--- config.mk ---
export PLATFORM = sky130hd
export DESIGN_NAME = cct_regs
export DESIGN_NICKNAME = d
export VERILOG_FILES = /design/src/rtl/core/cct_pkg.sv /design/src/rtl/core/cct_regs.sv
export SDC_FILE = /design/constraint.sdc
export NUM_CORES = 1
export LEC_CHECK = 0
export BUFFER_PORTS_ARGS = -buffer_cell sky130_fd_sc_hd__buf_4
export CELL_PAD_IN_SITES_DETAIL_PLACEMENT = 1
export CELL_PAD_IN_SITES_GLOBAL_PLACEMENT = 1
export CORE_ASPECT_RATIO = 1.75
export CORE_MARGIN = 1
export CORE_UTILIZATION = 32
export DETAILED_ROUTE_END_ITERATION = 10
export PLACE_DENSITY_LB_ADDON = 0.12
export SYNTH_ARGS = -nofsm -noshare
export SYNTH_HDL_FRONTEND = slang
export SYNTH_SLANG_ARGS = --single-unit
--- constraint.sdc ---
create_clock -name clk -period 1.5 [get_ports clk]
set_clock_uncertainty 0.05 [all_clocks]
set_input_delay 0.075 -clock clk [delete_from_list [all_inputs] [get_ports clk]]
set_output_delay 0.075 -clock clk [all_outputs]
set_load 0.05 [all_outputs]
--- src/rtl/core/cct_pkg.sv ---
// Shared types, constants and helper functions of the component color transform.
package cct_pkg;

  localparam int SAMPLE_WIDTH_DEF   = 18;
  localparam int COEF_FRAC_BITS_DEF = 14;
  localparam int CLAMP_WIDTH        = 18;
  localparam int APB_ADDR_W         = 5;
  localparam int APB_DATA_W         = 32;
  localparam longint MICRO          = 64'sd1000000;

  typedef enum logic [1:0] {
    KIND_NONE = 2'd0,
    KIND_RCT  = 2'd1,
    KIND_ICT  = 2'd2,
    KIND_RSVD = 2'd3
  } kind_t;

  typedef enum logic [2:0] {
    REG_KIND  = 3'd0,
    REG_DIR   = 3'd1,
    REG_SHIFT = 3'd2,
    REG_CMIN  = 3'd3,
    REG_CMAX  = 3'd4
  } reg_idx_t;

  localparam logic DIR_FWD = 1'b0;
  localparam logic DIR_INV = 1'b1;

  typedef struct packed {
    logic [1:0]                    kind;
    logic                          dir;
    logic [3:0]                    lshift;
    logic signed [CLAMP_WIDTH-1:0] cmin;
    logic signed [CLAMP_WIDTH-1:0] cmax;
  } cfg_t;

  // Width of a level-shifted sample: room for the sample minus an offset up to 2^15.
  function automatic int dat_w(input int sw);
    return ((sw > 16) ? sw : 16) + 1;
  endfunction

  // Width of a transformed component before offset, clamp and saturation.
  function automatic int int_w(input int sw);
    return dat_w(sw) + 2;
  endfunction

  // Fixed-point coefficient: nearest integer to micro/1e6 * 2^frac.
  function automatic longint coef_q(input longint micro, input int frac);
    return (micro * (64'sd1 <<< frac) + MICRO / 2) / MICRO;
  endfunction

endpackage

--- src/rtl/core/cct_regs.sv ---
// APB configuration registers of the color transform.
module cct_regs (
  input  logic                              clk,
  input  logic                              rst_n,
  input  logic                              psel,
  input  logic                              penable,
  input  logic                              pwrite,
  input  logic [cct_pkg::APB_ADDR_W-1:0]    paddr,
  input  logic [cct_pkg::APB_DATA_W-1:0]    pwdata,
  output logic [cct_pkg::APB_DATA_W-1:0]    prdata,
  output logic                              pready,
  output cct_pkg::cfg_t                     cfg
);

  cct_pkg::cfg_t cfg_r;
  cct_pkg::cfg_t cfg_nxt;
  logic          wr_en;
  logic [2:0]    idx;

  assign pready = 1'b1;
  assign wr_en  = psel & penable & pwrite;
  assign idx    = paddr[cct_pkg::APB_ADDR_W-1:2];
  assign cfg    = cfg_r;

  always_comb begin
    cfg_nxt = cfg_r;
    if (wr_en) begin
      unique case (idx)
        cct_pkg::REG_KIND:  cfg_nxt.kind   = pwdata[1:0];
        cct_pkg::REG_DIR:   cfg_nxt.dir    = pwdata[0];
        cct_pkg::REG_SHIFT: cfg_nxt.lshift = pwdata[3:0];
        cct_pkg::REG_CMIN:  cfg_nxt.cmin   = pwdata[cct_pkg::CLAMP_WIDTH-1:0];
        cct_pkg::REG_CMAX:  cfg_nxt.cmax   = pwdata[cct_pkg::CLAMP_WIDTH-1:0];
        default:            cfg_nxt        = cfg_r;
      endcase
    end
  end

  always_ff @(posedge clk) begin
    if (!rst_n) begin
      cfg_r.kind   <= cct_pkg::KIND_RCT;
      cfg_r.dir    <= cct_pkg::DIR_FWD;
      cfg_r.lshift <= 4'd7;
      cfg_r.cmin   <= '0;
      cfg_r.cmax   <= cct_pkg::CLAMP_WIDTH'(255);
    end else begin
      cfg_r <= cfg_nxt;
    end
  end

  always_comb begin
    unique case (idx)
      cct_pkg::REG_KIND:  prdata = cct_pkg::APB_DATA_W'(cfg_r.kind);
      cct_pkg::REG_DIR:   prdata = cct_pkg::APB_DATA_W'(cfg_r.dir);
      cct_pkg::REG_SHIFT: prdata = cct_pkg::APB_DATA_W'(cfg_r.lshift);
      cct_pkg::REG_CMIN:  prdata = cct_pkg::APB_DATA_W'(cfg_r.cmin);
      cct_pkg::REG_CMAX:  prdata = cct_pkg::APB_DATA_W'(cfg_r.cmax);
      default:            prdata = '0;
    endcase
  end

endmodule

# [After elaboration in Yosys (flattened, before gate mapping)]
# Index checks and enable logic that the tools add are counted.
# Widths: inputs -> output; s select.
[op_classes] eq_ne=4 muxes=1 bitwise=2 reduce_logical=6
[op_table] operator="$pmux 32 s5" count=1
[op_table] operator="$reduce_and 2->1" count=5
[op_table] operator="$eq 3x2->1 const B" count=2
[op_table] operator="$eq 3x1->1 const B" count=1
[op_table] operator="$eq 3x3->1 const B" count=1
[op_table] operator="$logic_not 3->1" count=1
[op_table] operator="$and 1x1->1" count=2
[word_totals] ff_bits=43 in_bits=42 output_inout_bits=76 word_cells=18

# [Logic depth before layout (Yosys ltp)]
# Gate-level depths: netlist of run 1.
[logic_depth] ltp_word=3 depth_mapped=6 mapped_depth_nobuf=3

# [Worst setup path after synthesis of run 1]
# No wires, ideal clock.
[synth_path] path_type="reg-to-output" from="reg cfg_r (netlist bit cfg[40])" to="out prdata[0] (netlist bit)" arrival_ns=2.073 t_required_ns=1.375 slack_ns=-0.698 stages_incl_launch_ff=4 n_path_buf=0 path_cell_list="dfxtp_1 > mux4_2 > inv_1 > o21ai_0"
[synth_between] elab_chain_len=1
[synth_rtl] element="start, declared" line_no="cct_regs.sv:15" source="cct_pkg::cfg_t cfg_r;"
[synth_rtl] element="start signal, assigned" line_no="cct_regs.sv:47" source="cfg_r <= cfg_nxt;"
[synth_rtl] element="$pmux 32 s5" line_no="cct_regs.sv:52" source="unique case (idx)"
[synth_rtl] element="end, declared" line_no="cct_regs.sv:10" source="output logic [cct_pkg::APB_DATA_W-1:0] prdata,"
# Every way passes these cells.

# [Final worst setup path of run 1]
[layout_path] from="reg cfg_r (netlist bit cfg[18])" to="out prdata[0] (netlist bit)"
# Same word-level chain as after synthesis.

==> run metrics, run 1 <==
CTS root buf clkbuf_16; hpwl dp 4.30 mm; Die W 64.3 um; Final Net Count ~360; CP max FO 3; Mapped Nets 269; Worst-path clk slew 0.06 ns; final instance area 0.00310 mm^2; DR pass1 iterations 4; leading area contributor after synthesis dfxtp_1; Setup CP Type reg2out; Synth async-reset ratio 0; initial antenna violation count 0; Post-synth top cells 52 x nand2_1, 44 x mux2i_1, 43 x dfxtp_1, 20 x nor2b_1, 16 x buf_4; sequential-to-total area share from yosys stat 0.396; Post-synth EDFFs 0; CP arrival 1.34 ns; hold path start pwdata[2]; FMAX 0.685 GHz; Hold Path Sink cfg[20]; hold slack 0.0145 ns; worst path required time 1.37 ns; TritonCTS buffer count 5; Synth Flop Type dfxtp_1; Die Ht 111 um; number of DRC markers in iteration 0 34; worst IR drop on VDD 0.504 mV; Post-CTS Hold Buffers 0; clock buffer depth 2; CTS H-Tree Depth 2; startpoint types flop; fillers approximately 770; status finished clean; reg-to-reg critical path startpoint cfg[37]; core area 0.00654 mm^2; max reg flops 43; global-route wire length before repair 9.32 mm; Hold Path Class in2reg; Core Util, Final 0.474; RSZ-0062 raised after global routing yes; vias in the first global route about 1900; n_diodes 0; Fin. Hold Viols 0; Post-DRT Antenna Nets 0; vias per cell 4.79; min Tclk post-route 1.46 ns; Port Buf Inserts 100; latest clock arrival within the worst-skew pair 0.28 ns; R2R Setup Slk 0.80 ns; final setup violating endpoints 0; Mapped Area approximately 0.0022 mm^2; initial core utilization 0.333; largest net degree at the start of global routing 24; routed vias 1895; DR WL/cell 14.8 um; count leader, synth nand2_1; Tcrit/Tclk final 0.973; main area contributors after synthesis dfxtp_1 40%, mux2i_1 20%, nand2_1 9.0%; Power Total 0.00253 W; area grow syn2layout 42.4%; leakage power 1.36 nW; Mapped Cells 227; Yosys top cell area share 0.396; Cell Pwr Density approximately 800 mW/mm^2; layout cell share with drive strength beyond 1 0.424; final setup TNS 0 ns; FP Rows 39; worst-case reg-to-reg path depth 2; Worst R2R End cfg[37]; gpl congestion between 0.7 and 0.8; hold depth 3; routed wire length 5.85 mm; die area 0.00714 mm^2; IO Count 118; GR Overflow Total 0; Worst Setup SP cfg[18]; flops & latches, synth 43; residual DRC count 0; CTS tree yes; max-slew violation count 0; CP Capture Type output port; YS warnings 0; GRT Util Overall 0.168; number of max-cap violations 0; syn_area_per_cell approximately 9.6 um^2; placed cell areas 0.00295 mm^2; library cells used by synthesis 27; Num Clock Sinks 43
==> layout make-up <==
class | count | area, um^2 | area share
timing repair buffer | 110 | 867 | 0.280
tap | 82 | 103 | 0.0331
sequential | 43 | 865 | 0.279
inverter | 2 | 7.51 | 0.00242
clock inverter | 1 | 5.00 | 0.00162
multi-input combinational | 151 | 1120 | 0.361
clock buffer | 7 | 133 | 0.0428
==> worst max path at each step <==
stage               slack (ns)  depth (start not counted)    endpoint
floorplan                -0.06                          3   prdata[0]
global placement          0.20                          5  prdata[29]
detailed placement        0.16                          5  prdata[22]
CTS                      0.009                          4   prdata[1]
global route            -0.002                          4   prdata[0]
finish                    0.04                          4   prdata[0]
==> placed cells by master (no fill, tap or decap), types with 3 or more instances in the layout <==
cell and count:
buf_12 3, dfxtp_1 40, o21ai_2 3, dfxtp_2 3
nor2b_1 20, nand2_1 52, clkbuf_16 5, buf_4 106
mux2i_1 44, a22o_1 13
==> critical path, cell delays in order, from the launching register on <==
cell and delay, ns:
dfxtp_2 0.32, mux4_2 0.47, inv_2 0.07, o21ai_2 0.05
buf_6 0.14
==> logic make-up (layout without fill, tap and decap cells) <==
group / Yosys count / in the layout / share of synthesized area
flip-flops: 43 / 43 / 0.396
buffers and inverters: 33 / 120 / 0.110
other: 1 / 1 / 0.00172
multiplexers: 46 / 46 / 0.218
AO/OA/AOI/OAI: 21 / 21 / 0.0760
AND/OR/NAND/NOR: 83 / 83 / 0.199
==> power breakdown <==
part	total [W]	internal, W	leakage, nW	switching [W]
combinational	0.000341	0.000137	0.942	0.000204
clock	0.00103	0.000615	0.0679	0.000420
sequential	0.00116	0.00115	0.348	0.00000703
==> stage by stage <==
| step | instances | worst slack [ns] |
|---|---|---|
| after CTS | 396 | 0.00896 |
| after detailed placement | 388 | 0.159 |
| after global placement | 388 | 0.199 |
| after floorplan | 227 | -0.0601 |
| after global routing | 396 | -0.00205 |
| final | 396 | 0.0399 |
==> routing by layer <==
metal  track usage  share of wire  routed length, um  up-vias
met5             0              0                  0        -
met4        0.0578          0.013                 74        0
met3        0.0298          0.047                274        6
met2         0.309           0.54               3180       61
met1         0.188           0.40               2320      909
li1              -              -                  -      919
==> repair_timing <==
action                                  CTS  global route
resized for setup                         1             5
endpoints found under the setup margin    1             2
buffers inserted                          0             0
No activity file was read; power rests on OpenSTA's default activity.
==> inputs of run 2 (changes only) <==
--- a/config.mk
+++ b/config.mk
@@ -8,7 +8,6 @@
 export BUFFER_PORTS_ARGS = -buffer_cell sky130_fd_sc_hd__buf_4
 export CELL_PAD_IN_SITES_DETAIL_PLACEMENT = 1
 export CELL_PAD_IN_SITES_GLOBAL_PLACEMENT = 1
-export CORE_ASPECT_RATIO = 1.75
 export CORE_MARGIN = 1
 export CORE_UTILIZATION = 32
 export DETAILED_ROUTE_END_ITERATION = 10
==> constraint.sdc (replaced) <==
create_clock -name clk -period 1.5 [get_ports clk]
set_clock_uncertainty 0.05 [all_clocks]
set_input_delay 0.3 -clock clk [delete_from_list [all_inputs] [get_ports clk]]
set_output_delay 0.3 -clock clk [all_outputs]
set_load 0.05 [all_outputs]
==> run 2 against run 1 <==
- the run now ends with design-rule violations, negative setup slack left
- setup slack got worse by 0.26 ns
- core utilization grew 9.2 points
- wire length grew 16%
- final area is 18% higher
- non-clock buffer count is 19 higher
- critical path depth stayed put
==> run metrics, run 2 (synthesis gave the netlist of run 1 again) <==
Int Power 0.00183 W (was 0.00190 W); reg-to-reg critical path startpoint cfg[36] (was cfg[37]); initial antenna violation count 0 (unchanged); area grow syn2layout 67.9% (was 42.4%); min Tclk post-route 1.72 ns (was 1.46 ns); core area 0.00646 mm^2 (was 0.00654 mm^2); residual DRC count 6 (was 0); max-slew violation count 0 (unchanged); Post-DRT Antenna Nets 0 (unchanged); Setup WS pre-CTS -0.353 ns (was 0.159 ns); status complete, but fails checks (was finished clean); layout cell share with drive strength beyond 1 0.521 (was 0.424); CTS root buf clkbuf_8 (was clkbuf_16); final setup violating endpoints 32 (was 0); CTS H-Tree Depth 2 (unchanged); crit-path cells mux4_2 > inv_2 > o21ai_4 > buf_6 (was mux4_2 > inv_2 > o21ai_2 > buf_6); fillers 697 (was 766); Worst Setup SP cfg[18] (unchanged); hold slack 0.211 ns (was 0.0145 ns); Final Net Count 375 (was 355); routed vias 1993 (was 1895); largest net degree at the start of global routing 31 (was 24); GR Overflow Total 0 (unchanged); Gate power share 0.168 (was 0.134); hold path start pwdata[5] (was pwdata[2]); commonest non-fill, non-tap cell in the layout buf_4 (unchanged); worst path bufs/invs 2 (unchanged); clock power share 0.366 (was 0.409); FP Rows 29 (was 39); CP max FO 2 (was 3); slowest CP cell mux4_2 (unchanged); initial core utilization 0.337 (was 0.333); Post-CTS Hold Buffers 0 (unchanged); clock buffer depth 2 (unchanged); n_diodes 0 (unchanged); latest clock arrival within the worst-skew pair 0.29 ns (was 0.28 ns); Die Ht 84.4 um (was 111 um); IO Count 118 (unchanged); Port Buf Inserts 100 (unchanged); FMAX 0.582 GHz (was 0.685 GHz); Reg power frac 0.466 (was 0.457); Setup CP Type reg2out (unchanged); min setup slack post-route -0.218 ns (was 0.0399 ns); CP arrival 1.37 ns (was 1.34 ns); vias per cell 4.85 (was 4.79); Worst path max stage delay 0.47 ns (about the same); Tcrit/Tclk final 1.15 (was 0.973); GRT Util Overall 0.185 (was 0.168); Num Clock Sinks 43 (unchanged); family with the most delay on the worst path multiplexers (unchanged); startpoint types flop (unchanged); CTS tree yes (unchanged); DR WL/cell 16.5 um (was 14.8 um); failing checks design-rule violations, negative setup slack; routed wire length 6.76 mm (was 5.85 mm); most frequent cells in the layout 84 x buf_4, 50 x nand2_1, 44 x mux2i_1, 39 x dfxtp_1, 27 x buf_8 (was 106 x buf_4, 52 x nand2_1, 44 x mux2i_1, 40 x dfxtp_1, 20 x nor2b_1); Worst-path clk slew 0.09 ns (was 0.06 ns); P_sw 0.000653 W (was 0.000630 W); CP Capture Type output port (unchanged); worst IR drop on VDD 0.467 mV (was 0.504 mV); DR pass1 iterations 8 (was 4); RSZ-0062 raised after global routing yes (unchanged); number of max-cap violations 0 (unchanged); hpwl dp 4.71 mm (was 4.30 mm); sw frac 0.263 (was 0.249); Die W 84.4 um (was 64.3 um); Fin. Hold Viols 0 (unchanged); worst path required time 1.15 ns (was 1.37 ns); Hold Path Class in2reg (unchanged); global-route wire length before repair 10.4 mm (was 9.32 mm); vias in the first global route 2013 (was 1877); TritonCTS buffer count 5 (unchanged); leakage power 1.61 nW (was 1.36 nW); die area 0.00713 mm^2 (was 0.00714 mm^2); gpl congestion 0.723 (was 0.714); Cell Pwr Density 681 mW/mm^2 (was 818 mW/mm^2); number of DRC markers in iteration 0 69 (was 34); max reg flops 43 (unchanged)
-- run 2: cell types whose count changed in the layout (fill, tap and decap cells not counted), moves of 3 or more --
cell / before / now
o21ai_4: 1 / 4
clkbuf_16: 5 / 0
o21ai_2: 3 / 0
clkbuf_8: 0 / 5
buf_6: 1 / 13
buf_8: 0 / 27
a22o_4: 1 / 14
a22o_1: 13 / 0
buf_4: 106 / 84
-- run 2: power groups by stage --
stage                     logic, W  clock network, W  registers (W)
after floorplan           0.000204                 0        0.00121
after global placement    0.000367                 0        0.00118
after detailed placement  0.000372                 0        0.00118
after CTS                 0.000401          0.000950        0.00116
after global routing      0.000441           0.00100        0.00116
final                     0.000418          0.000910        0.00116
-- run 2: final cells by class --
class / count / area (um^2) / area share
Multi-Input combinational cell: 152 / 1290 / 0.352
Tap cell: 77 / 96.3 / 0.0264
Timing Repair Buffer: 129 / 1280 / 0.351
Inverter: 2 / 7.51 / 0.00206
Clock buffer: 5 / 68.8 / 0.0188
Sequential cell: 43 / 866 / 0.237
Clock inverter: 3 / 43.8 / 0.0120
-- run 2: worst min-delay path: cells and delay by family --
family / cells / cell delay (ns)
buffers and inverters: 1 / 0.11
muxes: 1 / 0.05
and+or+nand+nor: 1 / 0.04
-- run 2: routing by layer --
layer | track usage | part of all wire | vias to the layer above
met1 | 0.218 | 0.40 | 964
met3 | 0.0374 | 0.044 | 5
li1 | - | - | 969
met5 | 0 | 0 | -
met4 | 0.0462 | 0.0071 | 0
met2 | 0.345 | 0.55 | 55
-- run 2: through the flow --
stage,utilization,cell area (um^2),setup TNS (ns),cells,power (W)
CTS,0.537,3470,-4.76,409,0.00251
finish,0.565,3650,-4.47,411,0.00249
detailed placement,0.486,3140,-10.90,396,0.00156
global placement,0.486,3140,-10.71,396,0.00155
global route,0.565,3650,-6.07,411,0.00260
floorplan,-,2420,-5.34,227,0.00142
-- run 2: final timing paths --
path | to | slack [ns] | cells after the start
setup / recovery | prdata[0] | -0.22 | 4
hold / removal | cfg[23] | 0.21 | 3
setup reg to reg | cfg[36] | 0.69 | 3
hold reg to reg | cfg[19] | 0.43 | 2
-- run 2: what timing repair did --
item / in CTS / in global routing
gates cloned: 2 / 0
endpoints found under the setup margin: 32 / 32
hold endpoints to repair: 0 / 0
gates resized for setup: 36 / 47
pin swaps: 9 / 5
buffers inserted: 3 / 3
==> inputs of run 3 (changes only) <==
--- a/config.mk
+++ b/config.mk
@@ -11,7 +11,7 @@
 export CORE_MARGIN = 1
 export CORE_UTILIZATION = 32
 export DETAILED_ROUTE_END_ITERATION = 10
-export PLACE_DENSITY_LB_ADDON = 0.12
+export PLACE_DENSITY = 0.78
 export SYNTH_ARGS = -nofsm -noshare
 export SYNTH_HDL_FRONTEND = slang
 export SYNTH_SLANG_ARGS = --single-unit
==> run 3 against run 2 <==
- core utilization grew 0.19 points
- critical path depth is the same
- die area is the same
- power shrank 1.0%
- critical path type unchanged
- the run still ends with design-rule violations, negative setup slack left
- non-clock buffer count grew 3
- critical endpoint unchanged
==> run metrics, run 3 (synthesis gave the netlist of run 1 again) <==
CP arrival 1.34 ns (was 1.37 ns); largest net degree at the start of global routing 34 (was 31); Int Power 0.00184 W (was 0.00183 W); Worst-path clk slew 0.08 ns (was 0.09 ns); worst path required time 1.15 ns (about the same); hold path start pwdata[5] (unchanged); Worst Setup SP cfg[18] (unchanged); CP Capture Type output port (unchanged); routed wire length 6.90 mm (was 6.76 mm); FP Rows 29 (unchanged); met3 WL 271 um (was 297 um); vias per cell 4.88 (was 4.85); RSZ-0062 raised after global routing yes (unchanged); Setup CP Type reg2out (unchanged); min setup slack post-route -0.194 ns (was -0.218 ns); IO Count 118 (unchanged); met2 wire len 3.71 mm (was 3.69 mm); die area 0.00713 mm^2 (unchanged); failing checks design-rule violations, negative setup slack (unchanged); Core Util, Final 0.567 (was 0.565); DR pass1 iterations 8 (unchanged); commonest non-fill, non-tap cell in the layout buf_4 (unchanged); initial core utilization 0.337 (unchanged); final setup violating endpoints 32 (unchanged); leakage power 1.62 nW (was 1.61 nW); Fin. Hold Viols 0 (unchanged); n_diodes 0 (unchanged); Tcrit/Tclk final 1.13 (was 1.15); Post-DRT Antenna Nets 0 (unchanged); Post-CTS Hold Buffers 0 (unchanged); GRT Util Overall 0.196 (was 0.185); slowest CP cell mux4_2 (unchanged); gpl congestion 0.744 (was 0.723); core area 0.00646 mm^2 (unchanged); Post-Route M1 WL 2.88 mm (was 2.72 mm); CTS H-Tree Depth 2 (unchanged); CTS root buf clkbuf_8 (unchanged); Setup WS pre-CTS -0.201 ns (was -0.353 ns); clock power share 0.352 (was 0.366); Gate power share 0.177 (was 0.168); crit-path cells mux4_2 > inv_2 > o21ai_4 > buf_6 (unchanged); hpwl dp 4.88 mm (was 4.71 mm); fillers 690 (was 697); CP max FO 2 (unchanged); number of DRC markers in iteration 0 70 (was 69); vias in the first global route 2137 (was 2013); area grow syn2layout 68.5% (was 67.9%); Num Clock Sinks 43 (unchanged); initial antenna violation count 0 (unchanged); startpoint types flop (unchanged); worst IR drop on VDD 0.407 mV (was 0.467 mV); Die W 84.4 um (unchanged); min Tclk post-route 1.69 ns (was 1.72 ns); Port Buf Inserts 100 (unchanged); number of max-cap violations 0 (unchanged); P_sw 0.000620 W (was 0.000653 W); layout cell share with drive strength beyond 1 0.521 (about the same); reg-to-reg critical path startpoint cfg[41] (was cfg[36]); clock buffer depth 2 (unchanged); status complete, but fails checks (unchanged); Final Net Count 378 (was 375); max-slew violation count 0 (unchanged); Hold Path Class in2reg (unchanged); sw frac 0.252 (was 0.263); Worst path max stage delay 0.47 ns (about the same); DR WL/cell 16.7 um (was 16.5 um); routed vias 2014 (was 1993); CTS tree yes (unchanged); Reg area 866 um^2 (unchanged); GR Overflow Total 0 (unchanged); latest clock arrival within the worst-skew pair 0.28 ns (was 0.29 ns); FMAX 0.590 GHz (was 0.582 GHz); DR top layer met4 (unchanged); R2R Setup Slk 0.57 ns (was 0.69 ns); residual DRC count 6 (unchanged); max reg flops 43 (unchanged); TritonCTS buffer count 5 (unchanged); multi-input logic area 0.00131 mm^2 (was 0.00129 mm^2); global-route wire length before repair 10.9 mm (was 10.4 mm); Die Ht 84.4 um (unchanged); Reg power frac 0.471 (was 0.466); most frequent cells in the layout 88 x buf_4, 50 x nand2_1, 44 x mux2i_1, 39 x dfxtp_1 (was 84 x buf_4, 50 x nand2_1, 44 x mux2i_1, 39 x dfxtp_1, 27 x buf_8); Cell Pwr Density 672 mW/mm^2 (was 681 mW/mm^2)
run 3: through the flow:
stage	power [W]	hold WS, ns	area [um^2]	setup TNS [ns]	std cells
floorplan	0.00142	0.392	2420	-5.34	227
global placement	0.00156	0.403	3170	-5.36	395
detailed placement	0.00157	0.406	3170	-6.61	395
CTS	0.00249	0.214	3640	-3.07	411
global route	0.00257	0.216	3660	-3.82	413
finish	0.00246	0.228	3660	-2.76	413
run 3: timing repair:
item,CTS,global route
pin swaps,12,3
endpoints found under the setup margin,32,32
resized for setup,70,3
cloned,1,0
setup buffers,8,2
endpoints found under the hold margin,0,0
run 3: path summary, 6_finish.rpt:
path / cells after the start / endpoint
setup / recovery: 4 / prdata[0]
hold / removal: 3 / cfg[23]
setup reg to reg: 4 / cfg[41]
hold reg to reg: 2 / cfg[39]
run 3: metal layers:
metal  GRT usage  vias up
met2       0.370       53
met3      0.0403        2
met1       0.225      987
met5           0        -
li1            -      972
met4      0.0462        0
run 3: critical path, delay by kind of cell (launching register included):
| kind | cells | cell delay [ns] |
|---|---|---|
| buf+inv | 2 | 0.23 |
| mux | 1 | 0.47 |
| flops | 1 | 0.32 |
| compound gates | 1 | 0.05 |
run 3: area by class of cell:
class / count / area share
multi-input cells: 152 / 0.356
inverters: 2 / 0.00205
clock inverters: 1 / 0.00820
repair buffers: 132 / 0.351
well taps: 77 / 0.0263
flip-flops and latches: 43 / 0.236
clock buffers: 6 / 0.0198
run 3: power by group through the flow:
stage / Clock (W) / Sequential [W] / Combinational, W
3_3_place_gp: 0 / 0.00118 / 0.000377
6_report: 0.000866 / 0.00116 / 0.000437
5_1_grt: 0.000948 / 0.00116 / 0.000461
4_1_cts: 0.000903 / 0.00116 / 0.000433
2_1_floorplan: 0 / 0.00121 / 0.000204
3_5_place_dp: 0 / 0.00118 / 0.000385
